==> config.mk <==
export PLATFORM = sky130hd
export DESIGN_NAME = sst_ctrl
export DESIGN_NICKNAME = d
export VERILOG_FILES = /design/src/rtl/sst_pkg.sv /design/src/rtl/sst_ctrl.sv
export SDC_FILE = /design/constraint.sdc
export NUM_CORES = 1
export LEC_CHECK = 0
export ABC_CLOCK_PERIOD_IN_PS = 3500
export BUFFER_PORTS_ARGS = -buffer_cell sky130_fd_sc_hd__buf_2
export CAP_MARGIN = 10
export CORE_AREA = 2 2 39 41
export DETAILED_ROUTE_END_ITERATION = 6
export DIE_AREA = 0 0 41 43
export SLEW_MARGIN = 15
export SYNTH_ARGS = -nofsm -noshare
export SYNTH_HDL_FRONTEND = slang
export SYNTH_SLANG_ARGS = --single-unit
==> constraint.sdc <==
create_clock -name clk -period 3.5 [get_ports clk]
set_clock_uncertainty 0.2 [all_clocks]
set_input_delay 0 -clock clk [delete_from_list [all_inputs] [get_ports clk]]
set_output_delay 0 -clock clk [all_outputs]
set_load 0.02 [all_outputs]
==> src/rtl/sst_pkg.sv <==
`timescale 1ns / 1ps
// sst_pkg: shared types and constants for the scoped symbol table
// used by every module of the block but sst_ram, no dependencies

package sst_pkg;

    localparam int ACTION_W   = 2;
    localparam int NAME_KEY_W = 64;
    localparam int OFFSET_W   = 32;
    localparam int ADDR_W     = 33;
    localparam int STATUS_W   = 2;
    localparam int GBASE_W    = 31;
    localparam int SLOT_SHIFT = 3;
    localparam int PADDR_W    = 3;
    localparam int PDATA_W    = 32;

    localparam logic [GBASE_W-1:0] GBASE_RESET = 31'h0040_1000;

    // word index of the register, taken from paddr[2]
    localparam logic REG_GLOBAL_BASE = 1'b0;

    localparam logic [ACTION_W-1:0] ACT_PUSH  = 2'd0;
    localparam logic [ACTION_W-1:0] ACT_ADD   = 2'd1;
    localparam logic [ACTION_W-1:0] ACT_FIND  = 2'd2;
    localparam logic [ACTION_W-1:0] ACT_QUERY = 2'd3;

    localparam logic [STATUS_W-1:0] ST_OK       = 2'd0;
    localparam logic [STATUS_W-1:0] ST_DUP      = 2'd1;
    localparam logic [STATUS_W-1:0] ST_NOTFOUND = 2'd2;
    localparam logic [STATUS_W-1:0] ST_FULL     = 2'd3;

    typedef struct packed {
        logic                load;
        logic                scan;
        logic                finish;
        logic [STATUS_W-1:0] status;
    } sst_cmd_t;

    typedef struct packed {
        logic [ACTION_W-1:0] action;
        logic                match;
        logic                scan_end;
        logic                hit;
        logic                depth_full;
        logic                total_full;
        logic                out_free;
    } sst_stat_t;

endpackage

==> src/rtl/sst_ctrl.sv <==
`timescale 1ns / 1ps
// sst_ctrl: controller state machine of the scoped symbol table
// depends on sst_pkg for the command and status structs

module sst_ctrl (
    input  logic               clk,
    input  logic               rst_n,
    input  logic               in_valid,
    output logic               in_ready,
    input  sst_pkg::sst_stat_t st,
    output sst_pkg::sst_cmd_t  cmd
);

    localparam logic [1:0] S_IDLE   = 2'd0;
    localparam logic [1:0] S_SCAN   = 2'd1;
    localparam logic [1:0] S_OFFS   = 2'd2;
    localparam logic [1:0] S_FINISH = 2'd3;

    logic [1:0] state_reg;
    logic [1:0] state_next;
    logic       walks;

    assign walks    = (st.action == sst_pkg::ACT_ADD) || (st.action == sst_pkg::ACT_FIND);
    assign in_ready = (state_reg == S_IDLE);

    always_comb
    begin
        state_next = state_reg;
        cmd        = '0;
        cmd.status = sst_pkg::ST_OK;
        case (state_reg)
            S_IDLE:
            begin
                if (in_valid)
                begin
                    cmd.load   = 1'b1;
                    state_next = S_SCAN;
                end
            end
            S_SCAN:
            begin
                if (!walks)
                begin
                    state_next = S_FINISH;
                end
                else
                begin
                    cmd.scan = 1'b1;
                    if (st.match)
                    begin
                        state_next = (st.action == sst_pkg::ACT_FIND) ? S_OFFS : S_FINISH;
                    end
                    else if (st.scan_end)
                    begin
                        state_next = S_FINISH;
                    end
                end
            end
            S_OFFS:
            begin
                state_next = S_FINISH;
            end
            S_FINISH:
            begin
                case (st.action)
                    sst_pkg::ACT_PUSH:
                        cmd.status = st.depth_full ? sst_pkg::ST_FULL : sst_pkg::ST_OK;
                    sst_pkg::ACT_ADD:
                        cmd.status = st.hit ? sst_pkg::ST_DUP :
                                     st.total_full ? sst_pkg::ST_FULL : sst_pkg::ST_OK;
                    sst_pkg::ACT_FIND:
                        cmd.status = st.hit ? sst_pkg::ST_OK : sst_pkg::ST_NOTFOUND;
                    default:
                        cmd.status = sst_pkg::ST_OK;
                endcase
                if (st.out_free)
                begin
                    cmd.finish = 1'b1;
                    state_next = S_IDLE;
                end
            end
            default:
            begin
                state_next = S_IDLE;
            end
        endcase
    end

    always_ff @(posedge clk or negedge rst_n)
    begin
        if (!rst_n)
        begin
            state_reg <= S_IDLE;
        end
        else
        begin
            state_reg <= state_next;
        end
    end

endmodule

==> impl_metrics.yaml, run 1 <==
status:
  status: "complete, no violations"
power_and_ir_drop:
  leakagePower_nw: 0.249
  pwr-share-clk: 0.172
  power_density_nw_per_um2: 636
  ir_drop_uv: 288
  p_int_mw: 0.174
  power_switching_mw: 0.126
  p_comb_frac: 0.663
  swShare: 0.420
  p_seq_frac: 0.165
sta:
  setup_violations: 0
  final_max_slew_viol_count: 0
  min_period_ns: 1.72
  tightest_slew_ns: 0.241
  rsz0062_at_grt: "no"
  holdWs_ns: 0.0330
  fin_crit_sh: 0.492
  max_slew_margin: 0.839
  hold_violations: 0
  setup_ws_ns: 1.78
  clock.fmax_mhz: 581
  setup_tns_ns: 0
drt:
  via_count: 305
  totalWireLength_um: 621
  drt_iter0_markers: 2
  drc: 0
  viasPerCell: 4.30
  dr.pass1.iters: 2
  drtAntennaViolNets: 0
  avgRoutedWirePerCell_um: 8.75
worst_setup_path:
  cp-end-kind: "flip-flop"
  start_kind: "flip-flop"
  worstPathRequired_ns: 3.40
  r2r_cells: 5
  path_class: "flip-flop to flip-flop"
  rrSetupSlack_ns: 1.78
  cp_max_fo: 4
  cp.arrival_ns: 1.62
flow_run:
  maxCapViolations: 0
clock_tree:
  clock_latency_ns: 0.22
  clockBufferDepth: 2
  cts_max_level: 1
  cts-resized-gates: 0
  clkSinkCount: 2
  cts_buffers: 3
  cts_hold_buf: 2
  clk_pin_slew_worst_paths_ns: 0.03
  post-cts-setup-buffers: 0
  cts-root-buf: "clkbuf_4"
  tritoncts: "done"
layout:
  area_growth_pct: 43.5
  final_layout_size_suffix_gt1_frac: 0.455
  nets: 76
  antenna_cells: 0
  fin_area_um2: 470
  finish.utilization: 0.340
  largest_reg_flops: 2
logic_synthesis:
  ys_seq_area_frac: 0.153
  synth.most_common_cell: "ha_1"
  synth_top_area_frac: 0.305
  synth_cells: 34
  synthTopCellsByArea: "ha_1, dfrtp_1, a2111oi_4"
  synth_nets: 53
  postSynthAreaPerCell_um2: 9.64
  async_flop_share: 1.00
  ys.warnings.count: 0
  synth.distinct_cells: 19
  ys_seq_elements: 2
  syn-cell-area_um2: 328
  yosys.area.top_type: "ha_1"
  synthFlopType: "dfrtp_1"
  synth_common_cells: "ha_1, inv_1"
  synth-edff-count: 0
placed_design:
  dp_hpwl_um: 537
  place_area_um2: 428
  gp_congestion: 0.646
  pre_cts_ws_ns: 1.76
  place.port_buffers: 16
floorplan:
  core_area_um2: 1380
  die_w_um: 41
  dieHeight_um: 43
  dieArea_um2: 1760
  start_util: 0.237
  row_count: 14
  io_pins: 17
global_routing:
  antenna_found_initial: 0
  grt_max_degree: 5
  grt_pass1_wl_um: 910
  grt_usage: 0.0824
  grt_pass1_vias: 288
  grt_remaining_overflow: 0
min_path:
  hold_depth: 4
  hp-class: "input pin to flip-flop"
==> per-stage QoR <==
step	total power [mW]	std cells
4_1_cts	0.309	71
2_1_floorplan	0.204	34
5_1_grt	0.328	71
3_3_place_gp	0.247	66
6_report	0.299	71
3_5_place_dp	0.251	66
==> layer usage <==
metal | up-vias | GRT usage | part of all wire
met2 | 12 | 0.141 | 0.55
met1 | 135 | 0.0613 | 0.35
met4 | 0 | 0.100 | 0
met5 | - | 0 | 0
li1 | 158 | - | -
met3 | 0 | 0.0157 | 0.10
==> cell usage in the layout, fill, tap and decap left out, drive strengths merged <==
cell type    instances
buf                 16
and2                 3
a2111oi              1
or2b                 1
mux2                 1
dfrtp                2
o21ai                2
ha                   8
inv                  4
a21oi                2
clkbuf               3
dlygate4sd3          2
nand2                2
a2bb2oi              1
a211oi               2
nor2b                3
nor2                 2
==> power by group through the flow <==
stage	clock, mW	combinational [mW]	sequential, mW
6_report	0.0515	0.198	0.0495
2_1_floorplan	0	0.157	0.0463
3_5_place_dp	0	0.202	0.0497
5_1_grt	0.0577	0.220	0.0511
4_1_cts	0.0559	0.204	0.0494
3_3_place_gp	0	0.198	0.0485
==> kinds of logic (layout without fill, tap and decap cells) <==
family | count (synthesis) | after routing | synth area share
AO/OA/AOI/OAI | 8 | 8 | 0.233
adder cells (fa/ha/maj) | 8 | 8 | 0.305
buffers and inverters | 4 | 25 | 0.0458
flip-flops | 2 | 2 | 0.153
multiplexers | 1 | 1 | 0.0343
AND/OR/NAND/NOR | 11 | 11 | 0.229
==> worst paths after layout <==
path | to | start
max reg2reg | state_reg[1] | state_reg[1]
min | state_reg[0] | st[5]
min in group asynchronous | state_reg[1] | rst_n
max in group asynchronous | state_reg[0] | rst_n
min reg2reg | state_reg[1] | state_reg[1]
max | state_reg[1] | state_reg[1]
==> critical path, stage by stage, from the launching register on <==
cell,delay [ns]
dfrtp_1,0.38
inv_1,0.09
ha_1,0.20
and2_4,0.16
a211oi_2,0.22
mux2_1,0.35
==> area by class of cell <==
| type | count | area [µm²] |
|---|---|---|
| Tap cell | 16 | 20.0 |
| Fill cell | 150 | 913 |
| Multi-Input combinational cell | 28 | 263 |
| Clock buffer | 3 | 22.5 |
| Sequential cell | 2 | 50.0 |
| Timing Repair Buffer | 18 | 100 |
| Inverter | 4 | 15.0 |
Note: power is estimated with default switching activity, not from simulation.
==> inputs of run 2 (changes only) <==
- ABC_CLOCK_PERIOD_IN_PS: 3500 -> 1500
- clock period: 3.5 -> 1.5 ns (I/O delays scaled with it)
==> impl_metrics.yaml, run 2 (synthesis results as in run 1) <==
status:
  status: "finished, violations left"
  violations: "negative setup slack"
global_routing:
  antenna_found_initial: 0
  grt_pass1_vias: 338
  grt_pass1_wl_um: 1220
  grt_remaining_overflow: 0
  grt_max_degree: 5
  grt_usage: 0.103
worst_setup_path:
  cp.arrival_ns: 1.59
  start_kind: "flip-flop"
  worstPathRequired_ns: 1.41
  cp-end-kind: "flip-flop"
  path_class: "flip-flop to flip-flop"
  cp_max_fo: 4
clock_tree:
  clock_latency_ns: 0.23
  cts_max_level: 1
  tritoncts: "done"
  clockBufferDepth: 2
  cts-root-buf: "clkbuf_4"
  cts_buffers: 3
  clk_pin_slew_worst_paths_ns: 0.03
  clkSinkCount: 2
layout:
  regArea_um2: 51.3
  antenna_cells: 0
  fill_cells: 130
  final_cell_mix: "buf_4, buf_2, ha_1"
  layout_commonest_cell: "buf_4"
  area_growth_pct: 105
  largest_reg_flops: 2
  multi_input_area_um2: 329
  final_layout_size_suffix_gt1_frac: 0.710
  nets: 90
sta:
  min_period_ns: 1.68
  holdWs_ns: 0.0270
  fin_crit_sh: 1.12
  max_slew_margin: 0.793
  tightest_slew_ns: 0.308
  rsz0062_at_grt: "yes"
  setup_ws_ns: -0.183
  hold_violations: 0
  clock.fmax_mhz: 594
  setup_tns_ns: -0.613
  final_max_slew_viol_count: 0
  setup_violations: 4
power_and_ir_drop:
  ir_drop_uv: 803
  power_density_nw_per_um2: 1720
  leakagePower_nw: 0.330
  total_power_mw: 1.15
floorplan:
  dieHeight_um: 43
  core_area_um2: 1380
  start_util: 0.237
  row_count: 14
  die_w_um: 41
  dieArea_um2: 1760
  io_pins: 17
drt:
  via_count: 373
  totalWireLength_um: 878
  avgRoutedWirePerCell_um: 10.3
  drt_iter0_markers: 2
  viasPerCell: 4.39
  dr.pass1.iters: 2
  drtAntennaViolNets: 0
  drc: 0
placed_design:
  gp_congestion: 0.709
  pre_cts_ws_ns: -0.202
  dp_hpwl_um: 560
  place.port_buffers: 16
min_path:
  hp-class: "input pin to flip-flop"
flow_run:
  maxCapViolations: 0
-- run 2: changes by cell type in the layout (fill, tap and decap cells not counted), sizes merged --
cell,previous run,this run
buf,16,30
-- run 2: power by group --
group | internal [mW] | switching (mW) | leakage (nW) | total (mW)
sequential | 0.0883 | 0.0449 | 0.0220 | 0.133
combinational | 0.538 | 0.363 | 0.294 | 0.900
clock | 0.0883 | 0.0310 | 0.0138 | 0.119
total | 0.714 | 0.439 | 0.330 | 1.15
-- run 2: routing by layer --
layer  up-vias  GRT usage  part of all wire
li1        186          -                 -
met1       173      0.109              0.40
met2        14      0.169              0.52
met3         0     0.0314             0.077
met4         0     0.0600                 0
met5         -          0                 0
-- run 2: stage by stage --
stage	instances	area [µm²]	util
floorplan	34	340	-
global placement	73	493	0.356
detailed placement	73	493	0.356
CTS	81	579	0.419
global route	85	671	0.485
finish	85	671	0.485
-- run 2: cell type report --
cell class,count,share of cell area
inverters,4,0.0224
clock buffers,3,0.0336
well taps,16,0.0299
repair buffers,32,0.347
multi-input cells,28,0.491
flip-flops and latches,2,0.0765
-- run 2: timing repair --
action / in CTS / in global routing
gates resized for setup: 6 / 14
endpoints found under the hold margin: 2 / 0
setup endpoints to repair: 4 / 7
pin swaps: 1 / 2
hold buffers: 2 / 0
buffers inserted: 3 / 4
-- run 2: path summary, 6_finish.rpt --
path	from	to	slack [ns]	cells after the start
setup / recovery	state_reg[0]	state_reg[1]	-0.18	5
hold / removal	st[5]	state_reg[0]	0.03	4
setup reg to reg	state_reg[0]	state_reg[1]	-0.18	5
hold reg to reg	state_reg[1]	state_reg[1]	0.46	2
max in group asynchronous	rst_n	state_reg[0]	0.53	3
min in group asynchronous	rst_n	state_reg[1]	0.43	3
-- run 2: worst max-delay path, cell delays in order, from the launching register on --
cell,delay [ns]
dfrtp_2,0.43
inv_2,0.08
ha_4,0.16
nor2b_4,0.14
a211oi_4,0.25
mux2_4,0.32
